$ cat src/rtl/assert_macros.svh
// assertion helpers shared by the rtl files
`ifndef ASSERT_MACROS_SVH
`define ASSERT_MACROS_SVH

// clocked property, masked while reset is asserted
`define LPPD_ASSERT(label, clk, rstn, prop, msg) \
    label: assert property (@(posedge clk) disable iff (!(rstn)) (prop)) else $error(msg);

// clocked property that must also hold during reset
`define LPPD_ASSERT_ALWAYS(label, clk, prop, msg) \
    label: assert property (@(posedge clk) (prop)) else $error(msg);

`endif

$ cat src/rtl/lppd_pkg.sv
`timescale 1ns / 1ps
`default_nettype none

package lppd_pkg;

    // header codes
    localparam logic [7:0] CODE_SHORT = 8'hC1;
    localparam logic [7:0] CODE_LONG  = 8'hC2;

    // header lengths counted in the total length
    localparam logic [15:0] HDR_SHORT = 16'd2;
    localparam logic [15:0] HDR_LONG  = 16'd3;

    // number of result slots in the output buffer
    localparam int unsigned OUT_DEPTH = 2;

    typedef enum logic [2:0] {
        PH_CODE  = 3'd0,
        PH_LEN1  = 3'd1,
        PH_LENH  = 3'd2,
        PH_LENL  = 3'd3,
        PH_DATA  = 3'd4,
        PH_ERROR = 3'd5
    } phase_t;

    typedef struct packed {
        logic [7:0] payload_byte;
        logic       first_of_packet;
        logic       last_of_packet;
        logic       empty_packet;
        logic       long_format;
        logic       header_error;
    } result_t;

endpackage

`default_nettype wire

$ cat src/rtl/length_prefixed_packet_deframer_top.sv
// result path: the result of an accepted word is registered into the result buffer that drives m_tvalid
// throughput: one word per cycle; s_tready drops only while both result slots are full
// the per-word state update is a single register stage, the result goes to a two-slot buffer
// reset: aresetn synchronous active low, returns to header code phase and empties the buffer
// a latched header error stays until reset, later words are taken and dropped
`timescale 1ns / 1ps
`default_nettype none

module length_prefixed_packet_deframer_top (
    input  wire logic       aclk,
    input  wire logic       aresetn,
    input  wire logic       s_tvalid,
    output logic            s_tready,
    input  wire logic [7:0] s_tdata,   // [7:0] rx_byte
    output logic            m_tvalid,
    input  wire logic       m_tready,
    output logic [7:0]      m_tdata,   // [7:0] payload_byte
    output logic            m_tlast,   // last_of_packet
    output logic [3:0]      m_tuser    // [0] first_of_packet, [1] empty_packet,
                                       // [2] long_format, [3] header_error
);
    import lppd_pkg::*;

    logic    in_accept;
    logic    res_valid;
    result_t res;
    result_t out_res;

    assign in_accept = s_tvalid && s_tready;

    // per-word header and payload tracking
    lppd_parser u_parser (
        .aclk      (aclk),
        .aresetn   (aresetn),
        .in_accept (in_accept),
        .in_byte   (s_tdata),
        .res_valid (res_valid),
        .res       (res)
    );

    // result register with a spare slot
    lppd_out_buf u_out_buf (
        .aclk      (aclk),
        .aresetn   (aresetn),
        .in_valid  (res_valid),
        .in_res    (res),
        .in_ready  (s_tready),
        .out_valid (m_tvalid),
        .out_ready (m_tready),
        .out_res   (out_res)
    );

    // pack the result word
    assign m_tdata = out_res.payload_byte;
    assign m_tlast = out_res.last_of_packet;
    assign m_tuser = {out_res.header_error, out_res.long_format,
                      out_res.empty_packet, out_res.first_of_packet};

endmodule

`default_nettype wire

$ cat src/rtl/lppd_parser.sv
`timescale 1ns / 1ps
`default_nettype none
`include "assert_macros.svh"

module lppd_parser (
    input  wire logic             aclk,
    input  wire logic             aresetn,
    input  wire logic             in_accept,
    input  wire logic [7:0]       in_byte,
    output logic                  res_valid,
    output lppd_pkg::result_t     res
);
    import lppd_pkg::*;

    phase_t      phase_reg, phase_next;
    logic [15:0] remaining_reg, remaining_next;
    logic [7:0]  length_high_reg, length_high_next;
    logic        format_reg, format_next;
    logic        first_pending_reg, first_pending_next;

    logic [15:0] total;
    logic [15:0] hdr_len;
    logic        len_short;
    logic        len_empty;
    logic        data_last;

    // assembled total length and header size of the current packet
    assign total     = (phase_reg == PH_LEN1) ? {8'h00, in_byte} : {length_high_reg, in_byte};
    assign hdr_len   = format_reg ? HDR_LONG : HDR_SHORT;
    assign len_short = total < hdr_len;
    assign len_empty = total == hdr_len;
    assign data_last = remaining_reg <= 16'd1;

    // next state
    always_comb begin
        phase_next         = phase_reg;
        remaining_next     = remaining_reg;
        length_high_next   = length_high_reg;
        format_next        = format_reg;
        first_pending_next = first_pending_reg;
        if (in_accept) begin
            unique case (phase_reg) inside
                PH_CODE: begin
                    if (in_byte == CODE_SHORT) begin
                        format_next = 1'b0;
                        phase_next  = PH_LEN1;
                    end else if (in_byte == CODE_LONG) begin
                        format_next = 1'b1;
                        phase_next  = PH_LENH;
                    end else begin
                        phase_next = PH_ERROR;
                    end
                end
                PH_LEN1, PH_LENL: begin
                    if (len_short) begin
                        phase_next = PH_ERROR;
                    end else if (len_empty) begin
                        phase_next = PH_CODE;
                    end else begin
                        remaining_next     = total - hdr_len;
                        first_pending_next = 1'b1;
                        phase_next         = PH_DATA;
                    end
                end
                PH_LENH: begin
                    length_high_next = in_byte;
                    phase_next       = PH_LENL;
                end
                PH_DATA: begin
                    first_pending_next = 1'b0;
                    if (remaining_reg != 16'd0) begin
                        remaining_next = remaining_reg - 16'd1;
                    end
                    if (data_last) begin
                        phase_next = PH_CODE;
                    end
                end
                default: begin
                    phase_next = phase_reg;
                end
            endcase
        end
    end

    // result for the accepted word
    always_comb begin
        res_valid = 1'b0;
        res       = '0;
        if (in_accept) begin
            unique case (phase_reg) inside
                PH_CODE: begin
                    if (in_byte != CODE_SHORT && in_byte != CODE_LONG) begin
                        res_valid        = 1'b1;
                        res.header_error = 1'b1;
                    end
                end
                PH_LEN1, PH_LENL: begin
                    res.long_format = format_reg;
                    if (len_short) begin
                        res_valid        = 1'b1;
                        res.header_error = 1'b1;
                    end else if (len_empty) begin
                        res_valid          = 1'b1;
                        res.empty_packet   = 1'b1;
                        res.last_of_packet = 1'b1;
                    end
                end
                PH_DATA: begin
                    res_valid           = 1'b1;
                    res.payload_byte    = in_byte;
                    res.first_of_packet = first_pending_reg;
                    res.last_of_packet  = data_last;
                    res.long_format     = format_reg;
                end
                default: begin
                    res_valid = 1'b0;
                end
            endcase
        end
    end

    // state registers
    always_ff @(posedge aclk) begin
        if (!aresetn) begin
            phase_reg         <= PH_CODE;
            remaining_reg     <= '0;
            length_high_reg   <= '0;
            format_reg        <= 1'b0;
            first_pending_reg <= 1'b0;
        end else begin
            phase_reg         <= phase_next;
            remaining_reg     <= remaining_next;
            length_high_reg   <= length_high_next;
            format_reg        <= format_next;
            first_pending_reg <= first_pending_next;
        end
    end

    // an error result always latches the error phase
    `LPPD_ASSERT(a_err_latch, aclk, aresetn, res_valid && res.header_error |=> phase_reg == PH_ERROR, "error result without latched error")
    // an empty packet always closes the packet
    `LPPD_ASSERT(a_empty_last, aclk, aresetn, res_valid && res.empty_packet |-> res.last_of_packet, "empty packet without last mark")
    // once latched, the error phase never gives a result
    `LPPD_ASSERT(a_err_quiet, aclk, aresetn, phase_reg == PH_ERROR |-> !res_valid, "result while error latched")

endmodule

`default_nettype wire

$ cat src/rtl/lppd_out_buf.sv
`timescale 1ns / 1ps
`default_nettype none
`include "assert_macros.svh"

module lppd_out_buf (
    input  wire logic               aclk,
    input  wire logic               aresetn,
    input  wire logic               in_valid,
    input  wire lppd_pkg::result_t  in_res,
    output logic                    in_ready,
    output logic                    out_valid,
    input  wire logic               out_ready,
    output lppd_pkg::result_t       out_res
);
    import lppd_pkg::*;

    localparam int unsigned PTR_W = $clog2(OUT_DEPTH);
    localparam int unsigned CNT_W = $clog2(OUT_DEPTH + 1);

    result_t            slot_reg [OUT_DEPTH];
    logic [PTR_W-1:0]   wr_ptr_reg, wr_ptr_next;
    logic [PTR_W-1:0]   rd_ptr_reg, rd_ptr_next;
    logic [CNT_W-1:0]   count_reg, count_next;
    logic               push;
    logic               pop;

    assign in_ready  = count_reg != CNT_W'(OUT_DEPTH);
    assign out_valid = count_reg != '0;
    assign out_res   = slot_reg[rd_ptr_reg];
    assign push      = in_valid;
    assign pop       = out_valid && out_ready;

    // pointer and fill bookkeeping
    always_comb begin
        wr_ptr_next = wr_ptr_reg;
        rd_ptr_next = rd_ptr_reg;
        count_next  = count_reg;
        if (push) begin
            wr_ptr_next = (wr_ptr_reg == PTR_W'(OUT_DEPTH - 1)) ? '0 : wr_ptr_reg + 1'b1;
        end
        if (pop) begin
            rd_ptr_next = (rd_ptr_reg == PTR_W'(OUT_DEPTH - 1)) ? '0 : rd_ptr_reg + 1'b1;
        end
        if (push && !pop) begin
            count_next = count_reg + 1'b1;
        end else if (pop && !push) begin
            count_next = count_reg - 1'b1;
        end
    end

    always_ff @(posedge aclk) begin
        if (!aresetn) begin
            wr_ptr_reg <= '0;
            rd_ptr_reg <= '0;
            count_reg  <= '0;
        end else begin
            wr_ptr_reg <= wr_ptr_next;
            rd_ptr_reg <= rd_ptr_next;
            count_reg  <= count_next;
        end
    end

    // result slots, no reset
    always_ff @(posedge aclk) begin
        if (push) begin
            slot_reg[wr_ptr_reg] <= in_res;
        end
    end

    // fill level stays within the slots
    `LPPD_ASSERT(a_count_range, aclk, aresetn, count_reg <= CNT_W'(OUT_DEPTH), "buffer overfilled")
    // a result is never written into a full buffer
    `LPPD_ASSERT(a_no_overflow, aclk, aresetn, push |-> in_ready, "push into full buffer")

endmodule

`default_nettype wire

$ cat config.mk
export PLATFORM = sky130hd
export DESIGN_NAME = length_prefixed_packet_deframer_top
export DESIGN_NICKNAME = d
export VERILOG_FILES = /design/src/rtl/lppd_pkg.sv /design/src/rtl/length_prefixed_packet_deframer_top.sv /design/src/rtl/lppd_parser.sv /design/src/rtl/lppd_out_buf.sv
export VERILOG_INCLUDE_DIRS = /design/src /design/src/rtl
export SDC_FILE = /design/constraint.sdc
export NUM_CORES = 1
export LEC_CHECK = 0
export BUFFER_PORTS_ARGS = -buffer_cell sky130_fd_sc_hd__buf_2
export CAP_MARGIN = 20
export CORE_ASPECT_RATIO = 0.5
export CORE_MARGIN = 4
export CORE_UTILIZATION = 45
export DETAILED_ROUTE_END_ITERATION = 8
export GPL_TIMING_DRIVEN = 1
export PLACE_DENSITY = 0.65
export SYNTH_ARGS = -nofsm -noshare
export SYNTH_HDL_FRONTEND = slang
export SYNTH_HIERARCHICAL = 1
export SYNTH_SLANG_ARGS = --single-unit
$ cat constraint.sdc
create_clock -name aclk -period 3.7 [get_ports aclk]
set_clock_uncertainty 0.15 [all_clocks]
set_input_delay 0 -clock aclk [delete_from_list [all_inputs] [get_ports aclk]]
set_output_delay 0 -clock aclk [all_outputs]
set_load 0.05 [all_outputs]
# Word-level counts from Yosys, hierarchy flattened
# Memories as Yosys holds them, arrays and structs flattened. A register that Yosys moved wholly into a read port is not among the register bits.
# Cells that the tools add are included.
# word_totals
reg_bits	33
ram_bits	26
in_bits	12
out_inout_bits	15
wordCells	91
mem_count	1
# classes
n_addsub	6
order_cmp	2
eq_ne	14
mux	39
reduce_logical	21
# memory_table
memory	depth	word_bits	rd	rd_ports_with_merged_regs	wr	line	text
u_out_buf.slot_reg	2	13	1	1	1	lppd_out_buf.sv:20	result_t slot_reg [OUT_DEPTH];
# ops
cell	n
$mux W16	4
$pmux W16 S2	1
$mux W1	18
$eq A16 B16 Y1	1
$eq A8 B8 Y1 const B	2
$le A16 B1 Y1 const B	1
$lt A16 B16 Y1	1
$ne A8 B8 Y1 const B	2
$reduce_bool A16 Y1	1
$sub A16 B1 Y16 const B	1
$sub A16 B16 Y16	1
$mux W3	5
$mux W13	1
$pmux W3 S4	1
$mux W9	1
$mux W2	4
$ne A2 B2 Y1 const B	4
$reduce_bool A2 Y1	4
$eq A3 B2 Y1 const B	2
$pmux W1 S2	3
$reduce_and A3 Y1	2
$logic_and A1 B1 Y1	5
$reduce_and A5 Y1	1
$reduce_and A4 Y1	1
other kinds (13)	15

# Longest topological paths before layout
# Gate-level depths: netlist of the first run.
# depth
word_depth	11
depth_mapped	15
ltp_nobuf	13

# Modules after synthesis
# The synthesis of the first run kept the hierarchy.
# modules_own_cells
module	instances	cells_per_inst	area_each_um2	seq_area_each_um2
lppd_parser	1	298	2210.9	580.6
lppd_out_buf	1	62	1152.4	880.8
length_prefixed_packet_deframer_top	1	1	6.3	0.0

# Worst setup path after synthesis of the first run
# Ideal clock, no wire load.
# synth_timing
path_type	register to register
from	reg u_parser.format_reg
to	mem u_out_buf/slot_reg[0][0] in the netlist's numbering (enable)
setup_time_ns	0.385
arrival_time_ns	2.913
t_required_ns	3.165
path_slack_ns	0.252
stages_incl_launch_ff	12
path_buffers	2
period_less_slack_ns	3.448
path_cell_list	dfxtp_1 > ha_1 > inv_1 > ha_1 > clkbuf_2 > or4_1 > buf_2 > nor2_1 > o21ai_0 > or2_2 > a21boi_0 > nor2b_1
# synth_between
elab_chain_len	8
word_cells_on_any_way	9
cone_classes	1 x order compare; 1 x eq/ne; 7 x mux
# synth_lines
item	line	text
from (decl)	lppd_parser.sv:18	logic format_reg, format_next;
from (signal assigned)	lppd_parser.sv:134	format_reg <= format_next;
$mux W1 *	lppd_parser.sv:29	assign hdr_len = format_reg ? HDR_LONG : HDR_SHORT;
branches (longest 2 deep; another with $lt A16 B16 Y1)	--	
$mux W1 *	lppd_parser.sv:99	if (len_short) begin
$pmux W1 S3 *	lppd_parser.sv:90	unique case (phase_reg) inside
$mux W1 *	lppd_parser.sv:89	if (in_accept) begin
via res_valid	length_prefixed_packet_deframer_top.sv:25	logic res_valid;
$mux W1 *	lppd_out_buf.sv:65	if (push) begin
$mux W1 (implied by the code) *	lppd_out_buf.sv:66	slot_reg[wr_ptr_reg] <= in_res;
to (decl)	lppd_out_buf.sv:20	
# Mark *: on every way through the listed nets, which the timed path passes.

# Final worst setup path of the first run
# layout_timing
from	in s_tdata[0]
to	reg u_out_buf.count_reg[1]
# layout_between
elab_chain_len	9
word_cells_on_any_way	16
cone_classes	1 x order compare; 3 x eq/ne; 7 x mux; 5 x reduce/logical
# layout_lines
item	line	text
from (decl)	length_prefixed_packet_deframer_top.sv:14	input wire logic [7:0] s_tdata,
branches (longest 4 deep; another with $lt A16 B16 Y1)	--	
$pmux W1 S3 *	lppd_parser.sv:90	
$mux W1 *	lppd_parser.sv:89	
via res_valid	length_prefixed_packet_deframer_top.sv:25	
$logic_not A1 Y1	lppd_out_buf.sv:46	end else if (pop && !push) begin
$logic_and A1 B1 Y1	lppd_out_buf.sv:46	
$reduce_bool A2 Y1 (no source line)	--	
to (signal assigned)	lppd_out_buf.sv:59	count_reg <= count_next;
to (decl)	lppd_out_buf.sv:23	logic [CNT_W-1:0] count_reg, count_next;
# Marked as above.
# A chain may end at the register's enable or synchronous reset.

==> results.cfg, run 1 <==
[placement]
dp_hpwl_um = 5730
io_buffers = 26
place_area_um2 = 3580
gp_congestion = 0.893

[clock_network]
cts_tree = yes
clk_latency_ps = 330
ctsRootBufferMaster = clkbuf_16
cts_made_buffers = 9
cts_max_level = 3
clock_sinks = 60
post-cts-setup-buffer-count = 0
path_clk_slew_ps = 50
ctsLongestPathBuffers = 2

[floorplanning]
fp.coreArea_um2 = 6960
die-height_um = 69.2
rows = 21
io_pins = 27
initial_core_util = 0.484
die_x_um = 130
dieArea_um2 = 9020

[run_status]
status = finished clean

[synth]
synth_edf_count = 26
synth_async_sr_flop_share = 0
synth_seq_cells = 60
ys.warnings.count = 6
syn_area_um2 = 3370
synth.avg_cell_area_um2 = 9.33
synth_ff_type = dfxtp_1
synth-seq-area-share = 0.434
synthesis.nets = 378
yosysUniqueCellTypes = 64
syn_inst = 361

[finish]
final_common_cell = dfxtp_1
fin_area_um2 = 3990
mostFrequentLayoutCells = dfxtp_1 (34), nand2_1 (31), buf_2 (26), edfxtp_1 (26), o21ai_0 (24)
largest_register_ff_count = 26
antenna_cells = 0
area_delta_synth_final_pct = 18.3
drive_above_1_share = 0.160
fin_nets = 413
fill_cells = 637

[sta]
finalMaxSlewViolations = 0
setup_viol_count_final = 0
fmax_mhz = 279
slew_headroom = 0.471
fin_crit_ps = 3580
fin_crit_sh = 0.968
fin_tns_setup_ps = 0
rsz0062_at_grt = no
worstMarginPinSlew_ps = 792
finalHoldViolCount = 0

[grt]
track_usage = 0.189
grt_pass1_wl_um = 13300
grt_max_degree = 44
grt_pass1_vias = 2751
antenna_found_initial = 0
grt-ovfl-total = 0

[critical_path]
worstPathArrival_ps = 3690
crit_type = in2reg
max_stage_delay_ps = 570
path_cells = dlygate4sd3_1 -> buf_2 -> inv_1 -> ha_1 -> inv_1 -> ha_1 -> or4_1 -> nor2_1 -> o21ai_0 -> or2_2 -> a21boi_0 -> ha_1 -> or3_1 -> a21boi_1
cp-start-kind = primary input
crit_path_end_kind = flip-flop
crit_slowest_cell = or4_1
worstPathMaxFanout = 7
critPathMostFrequentCell = ha_1
critPathRequiredTime_ps = 3810

[route]
drc = 0
firstDrtPassIters = 5
viasPerCell = 5.94
dr_total_vias = 2921
ant_nets = 0
drt_iter0_drc = 204
wl_per_cell_um = 16.6
finalWirelength_um = 8180

[min_path]
hold_path.class = in2reg

[power_and_ir_drop]
ir_drop_mv = 0.271
leakage_nw = 1.50
p_per_area_nw_per_um2 = 699

[flow_run]
cap_violations = 0
==> worst max-delay path, delay by kind of cell <==
family | cells | cell delay (ps)
AOI/OAI and AO/OA | 3 | 650
adders and majority gates | 3 | 830
buffers and inverters | 4 | 860
and+or+nand+nor | 4 | 1340
==> report_power, final <==
part	total (mW)	internal [mW]	leakage (nW)	switching [mW]
Combinational	1.03	0.337	0.821	0.694
Clock	0.882	0.599	0.152	0.283
Sequential	0.875	0.803	0.525	0.0712
Total	2.79	1.74	1.50	1.05
==> final cells by class <==
class / instances / area [um2] / area share
multi-input combinational: 270 / 1750 / 0.440
sequential: 60 / 1460 / 0.367
timing repair buffer: 47 / 310 / 0.0779
clock buffer: 10 / 239 / 0.0600
tap: 92 / 115 / 0.0289
clock inverter: 5 / 76.3 / 0.0192
inverter: 8 / 30.0 / 0.00754
==> cell usage after synthesis, types with 7 or more instances <==
| library cell | number | area, um2 |
|---|---|---|
| a21oi_1 | 16 | 80.1 |
| and2_1 | 8 | 50.1 |
| and3_1 | 7 | 43.8 |
| clkbuf_1 | 10 | 37.5 |
| dfxtp_1 | 34 | 681 |
| edfxtp_1 | 26 | 781 |
| inv_1 | 8 | 30.0 |
| mux2_1 | 10 | 113 |
| mux2i_1 | 8 | 80.1 |
| nand2_1 | 31 | 116 |
| nand3_1 | 14 | 70.1 |
| nor2_1 | 22 | 82.6 |
| nor2b_1 | 13 | 81.3 |
| nor3_1 | 10 | 50.1 |
| nor4_1 | 7 | 43.8 |
| o211ai_1 | 9 | 67.6 |
| o21ai_0 | 24 | 120 |
| or3_1 | 9 | 56.3 |
| xnor2_1 | 7 | 61.3 |
==> path summary, 6_finish.rpt <==
path | startpoint | end | slack [ps] | cells past startpoint
hold reg to reg | u_parser/remaining_reg[13] | u_parser/remaining_reg[13] | 330 | 1
hold / removal | aresetn | u_parser/first_pending_reg | 80 | 3
setup reg to reg | u_parser/format_reg | u_out_buf/count_reg[1] | 280 | 11
setup / recovery | s_tdata[0] | u_out_buf/count_reg[1] | 120 | 14
==> layer usage <==
layer | wire (um) | track usage
met1 | 3770 | 0.246
met2 | 3710 | 0.289
met3 | 520 | 0.0562
met4 | 190 | 0.0867
met5 | 0 | 0
==> timing repair <==
action / in CTS / in global routing
hold endpoints to repair: 13 / 0
endpoints found under the setup margin: 0 / 13
resized for setup: 0 / 1
hold buffers: 9 / 0
==> cells by family (layout without fill, tap and decap cells) <==
family / count (synthesis) / after routing / share of synthesized area
AND/OR/NAND/NOR: 141 / 141 / 0.222
multiplexers: 21 / 21 / 0.0672
flip-flops: 60 / 60 / 0.434
XOR/XNOR: 11 / 11 / 0.0286
adder cells (fa/ha/maj): 5 / 5 / 0.0186
AO/OA/AOI/OAI: 92 / 92 / 0.183
buffers and inverters: 31 / 70 / 0.0464
==> stage by stage <==
step	cells	setup WS (ps)	power [mW]	utilization	hold slack (ps)
floorplan	361	252	1.65	-	-32.5
global placement	468	493	1.87	0.514	215
detailed placement	468	316	1.90	0.514	217
CTS	492	151	2.80	0.572	66.3
global route	492	5.03	2.93	0.572	136
finish	492	119	2.79	0.572	76.5
Power figures use the tool's default switching activity.
==> run 2, diff against run 1 <==
--- a/config.mk
+++ b/config.mk
@@ -8,12 +8,14 @@
 export LEC_CHECK = 0
 export BUFFER_PORTS_ARGS = -buffer_cell sky130_fd_sc_hd__buf_2
 export CAP_MARGIN = 20
+export CELL_PAD_IN_SITES_DETAIL_PLACEMENT = 0
+export CELL_PAD_IN_SITES_GLOBAL_PLACEMENT = 1
 export CORE_ASPECT_RATIO = 0.5
 export CORE_MARGIN = 4
 export CORE_UTILIZATION = 45
 export DETAILED_ROUTE_END_ITERATION = 8
 export GPL_TIMING_DRIVEN = 1
-export PLACE_DENSITY = 0.65
+export PLACE_DENSITY = 0.79
 export SYNTH_ARGS = -nofsm -noshare
 export SYNTH_HDL_FRONTEND = slang
 export SYNTH_HIERARCHICAL = 1
==> run 2 against run 1 <==
Clock power is 6.6% lower. Design area decreased by 1.3%. Wire length rose by 1.3%. Worst hold slack gained 16 ps. Die area stayed put. Non-clock buffer count down 4. Maximum frequency up 0.70%. Power is 2.8% lower. Combinational power barely moved. Sequential power increased by 1%. Largest cell class unchanged.
==> results.cfg, run 2 (same netlist as run 1, synthesis figures left out) <==
[critical_path]
critPathRequiredTime_ps = 3810
cp-start-kind = primary input
critPathMostFrequentCell = ha_1
cp_num_buf_inv = 4
critPathTopFamily = simple AND/OR/NAND/NOR gates
crit_path_end_kind = flip-flop
path_cells = dlygate4sd3_1 -> buf_2 -> inv_1 -> ha_1 -> inv_1 -> ha_1 -> or4_1 -> nor2_1 -> o21ai_0 -> or2_2 -> a21boi_0 -> ha_1 -> or3_1 -> a21boi_1
worstPathArrival_ps = 3660
worstPathMaxFanout = 7
crit_slowest_cell = or4_1
crit_type = in2reg
max_stage_delay_ps = 580

[sta]
fin_tns_setup_ps = 0
slew_headroom = 0.449
setup_viol_count_final = 0
finalHoldViolCount = 0
worstMarginPinSlew_ps = 825
finalMaxSlewViolations = 0
rsz0062_at_grt = no
finalWorstSetupSlack_ps = 144
fin_crit_sh = 0.961
fin_crit_ps = 3560
fmax_mhz = 281

[finish]
multi_input_area_um2 = 1750
mostFrequentLayoutCells = dfxtp_1 (34), nand2_1 (31), buf_2 (26), edfxtp_1 (26), o21ai_0 (24)
drive_above_1_share = 0.154
final_common_cell = dfxtp_1
fill_cells = 623
seq_area_um2 = 1460
area_delta_synth_final_pct = 16.7
largest_register_ff_count = 26
stdcell_count = 489
fin_nets = 409
fin_util = 0.565
antenna_cells = 0

[clock_network]
clk_latency_ps = 330
ctsLongestPathBuffers = 2
path_clk_slew_ps = 50
cts_tree = yes
clock_sinks = 60
cts_made_buffers = 9
cts_max_level = 3
ctsRootBufferMaster = clkbuf_16
post-cts-setup-buffer-count = 0

[placement]
gp_congestion = 0.882
dp.cells = 464
dp_hpwl_um = 5710
place_ws_ps = 321
io_buffers = 26

[floorplanning]
die_x_um = 130
rows = 21
die-height_um = 69.2
fp.coreArea_um2 = 6960
initial_core_util = 0.484
dieArea_um2 = 9020
io_pins = 27

[route]
finalWirelength_um = 8290
viasPerCell = 5.94
drt_iter0_drc = 257
dr_total_vias = 2904
wl_per_cell_um = 17.0
ant_nets = 0
drc = 0
firstDrtPassIters = 5

[power_and_ir_drop]
clkPwrFrac = 0.304
leakage_nw = 1.46
p_int_mw = 1.65
combPwrFrac = 0.369
p_per_area_nw_per_um2 = 689
seqPwrFrac = 0.328
power_switching_share = 0.392
power_switching_mw = 1.06
p_total_mw = 2.71
ir_drop_mv = 0.266

[grt]
grt_pass1_vias = 2744
antenna_found_initial = 0
grt-ovfl-total = 0
grt_pass1_wl_um = 13800
grt_max_degree = 44
track_usage = 0.196

[run_status]
status = finished clean

[min_path]
hold_path.class = in2reg

[flow_run]
cap_violations = 0
==> run 2: changes by cell type in the layout (fill, tap and decap cells not counted), sizes merged <==
cell | before | now
buf | 38 | 34
bufinv | 2 | 1
clkinv | 2 | 1
clkinvlp | 1 | 4
==> run 2: routing by layer <==
metal | global-route usage | vias up | wire length [um]
met5 | 0 | - | 0
met4 | 0.0684 | 0 | 101
met3 | 0.0554 | 13 | 592
met2 | 0.291 | 108 | 3600
met1 | 0.273 | 1383 | 3990
li1 | - | 1400 | -
==> run 2: final cells by class <==
class,instances,area share
Tap cell,92,0.0293
Sequential cell,60,0.372
Inverter,8,0.00763
Clock inverter,6,0.0165
Clock buffer,10,0.0582
Timing Repair Buffer,43,0.0712
Multi-Input combinational cell,270,0.446
==> run 2: final timing paths <==
path	from	endpoint	slack (ps)	cells after the start
setup reg to reg	u_parser/format_reg	u_out_buf/count_reg[1]	270	11
hold / removal	aresetn	u_parser/first_pending_reg	90	3
setup / recovery	s_tdata[0]	u_out_buf/count_reg[1]	140	14
hold reg to reg	u_parser/first_pending_reg	u_parser/first_pending_reg	340	2
==> run 2: what timing repair did <==
item | 4_1_cts | 5_1_grt
endpoints found under the setup margin | 0 | 13
hold buffers | 9 | 0
resized for setup | 0 | 1
endpoints found under the hold margin | 17 | 0
==> run 2: tightest hold or removal path, cell delays in order <==
cell,delay (ps)
buf_2,330
nand2_1,150
nor2_1,40
==> run 2: power groups by stage <==
stage	combinational [mW]	clock, mW	sequential, mW
CTS	0.997	0.842	0.887
global route	1.09	0.875	0.903
detailed placement	0.985	0	0.900
finish	0.999	0.824	0.887
global placement	0.973	0	0.892
floorplan	0.792	0	0.857
==> run 2: metrics by stage <==
stage	area (um2)	hold slack, ps
final	3930	92.6
after global routing	3930	142
after CTS	3930	83.5
after detailed placement	3550	199
after global placement	3550	201
after floorplan	3370	-32.5
==> run 3, diff against run 2 <==
--- a/config.mk
+++ b/config.mk
@@ -10,7 +10,6 @@
 export CAP_MARGIN = 20
 export CELL_PAD_IN_SITES_DETAIL_PLACEMENT = 0
 export CELL_PAD_IN_SITES_GLOBAL_PLACEMENT = 1
-export CORE_ASPECT_RATIO = 0.5
 export CORE_MARGIN = 4
 export CORE_UTILIZATION = 45
 export DETAILED_ROUTE_END_ITERATION = 8
==> run 3 against run 2 <==
Register-to-register slack better by 210 ps. Worst hold slack worse by 23 ps. Flip-flop and latch count stayed put. Non-clock buffer count is 2 higher. Via count is 3.1% lower. Maximum frequency is 6.2% higher. Power is 11% lower. Core utilization is 3.6 points lower. Sequential share of layout area is 0.91 points higher. Combinational power hardly changed. Global-route usage is 0.38 points lower. Sequential power is 2% lower. Critical endpoint unchanged. Largest power group unchanged. Highest routed layer unchanged.
==> results.cfg, run 3 (same netlist as run 1, synthesis figures left out) <==
[run_status]
status = finished clean

[finish]
largest_register_ff_count = 26
area_delta_synth_final_pct = 14.0
antenna_cells = 0
drive_above_1_share = 0.155
mostFrequentLayoutCells = dfxtp_1 (34), nand2_1 (31), buf_2 (26), edfxtp_1 (26), o21ai_0 (24)
fin_nets = 411
final_common_cell = dfxtp_1
stdcell_count = 498
fin_util = 0.529
fill_cells = 687

[floorplanning]
fp.coreArea_um2 = 7250
dieArea_um2 = 8940
initial_core_util = 0.465
die-height_um = 94.5
rows = 31
die_x_um = 94.5
io_pins = 27

[grt]
grt-ovfl-total = 0
grt_pass1_vias = 2684
antenna_found_initial = 0
grt_pass1_wl_um = 13200
grt_max_degree = 44
track_usage = 0.192

[sta]
fin_tns_setup_ps = 0
fin_hold_ws_ps = 69.4
fin_crit_ps = 3350
worstMarginPinSlew_ps = 815
fin_crit_sh = 0.905
finalMaxSlewViolations = 0
fmax_mhz = 299
finalHoldViolCount = 0
slew_headroom = 0.456
setup_viol_count_final = 0
rsz0062_at_grt = no

[power_and_ir_drop]
p_per_area_nw_per_um2 = 626
ir_drop_mv = 0.258
p_total_mw = 2.41
leakage_nw = 1.42

[critical_path]
cp-start-kind = primary input
critPathRequiredTime_ps = 3820
cp_num_buf_inv = 4
max_stage_delay_ps = 570
critPathMostFrequentCell = ha_1
worstPathMaxFanout = 7
reg2reg_slack_ps = 480
crit_slowest_cell = or4_1
crit_type = in2reg
worstPathArrival_ps = 3460
critPathTopFamily = simple AND/OR/NAND/NOR gates
crit_path_end_kind = flip-flop
path_cells = dlygate4sd3_1 -> buf_2 -> inv_1 -> ha_1 -> inv_1 -> ha_1 -> or4_1 -> nor2_1 -> o21ai_0 -> or2_2 -> a21boi_1 -> ha_1 -> or3_1 -> a21boi_1

[route]
ant_nets = 0
firstDrtPassIters = 4
drc = 0
finalWirelength_um = 8050
wl_per_cell_um = 16.2
drt_iter0_drc = 173
dr_total_vias = 2814
viasPerCell = 5.65

[clock_network]
post-cts-setup-buffer-count = 0
cts_max_level = 3
path_clk_slew_ps = 70
cts_tree = yes
clk_latency_ps = 340
ctsRootBufferMaster = clkbuf_8
cts_made_buffers = 9
clock_sinks = 60
ctsLongestPathBuffers = 2

[placement]
dp_hpwl_um = 5630
dp.cells = 473
io_buffers = 26
gp_congestion = 0.918

[min_path]
hold_path.class = in2reg

[flow_run]
cap_violations = 0
[run 3: cell types whose count changed in the layout (fill, tap and decap cells not counted), moves of 2 or more]
cell        before  now
clkbuf_16        9    0
clkbuf_8         0   10
buf_4            8   10
clkinvlp_4       4    2
clkinv_1         0    2
[run 3: repair_timing]
| item | CTS | global route |
|---|---|---|
| resized for setup | 0 | 3 |
| setup endpoints to repair | 0 | 28 |
| hold buffers | 9 | 0 |
| endpoints found under the hold margin | 22 | 0 |
[run 3: worst paths after layout]
path | start | end | depth (start not counted)
worst max register to register | u_parser/format_reg | u_out_buf/count_reg[1] | 11
worst min-delay path | aresetn | u_parser/first_pending_reg | 3
worst min register to register | u_parser/first_pending_reg | u_parser/first_pending_reg | 2
worst max-delay path | s_tdata[0] | u_out_buf/count_reg[1] | 14
[run 3: worst register-to-register path, stage by stage, from the launching register on]
cell      delay [ps]
dfxtp_1          330
ha_1             180
inv_1             60
ha_1             250
or4_1            570
nor2_1           100
o21ai_0           90
or2_2            310
a21boi_1         280
ha_1             320
or3_1            360
a21boi_1         140
[run 3: per-layer routing]
metal / share of wire / global-route usage / routed length [um] / vias up
met5: 0 / 0 / 0 / -
met4: 0.028 / 0.107 / 222 / 0
met3: 0.045 / 0.0343 / 361 / 16
met2: 0.46 / 0.297 / 3710 / 64
met1: 0.47 / 0.254 / 3760 / 1323
li1: - / - / - / 1411
[run 3: final cells by class]
cell class / count / area, um2 / share of cell area
clock buffer: 11 / 141 / 0.0368
clock inverter: 5 / 27.5 / 0.00717
inverter: 8 / 30.0 / 0.00782
multi-input combinational: 270 / 1760 / 0.458
sequential: 60 / 1460 / 0.381
tap: 99 / 124 / 0.0323
timing repair buffer: 45 / 295 / 0.0769
[run 3: through the flow]
step                      worst slack [ps]  cell area [um2]
after floorplan                        252             3370
after global placement                 217             3570
after detailed placement               146             3570
after CTS                              128             3830
after global routing                   104             3840
final                                  353             3840
[run 3: power breakdown]
part           internal [mW]  switching (mW)
combinational          0.334           0.687
sequential             0.802          0.0707
clock                  0.255           0.257
total                   1.39            1.01
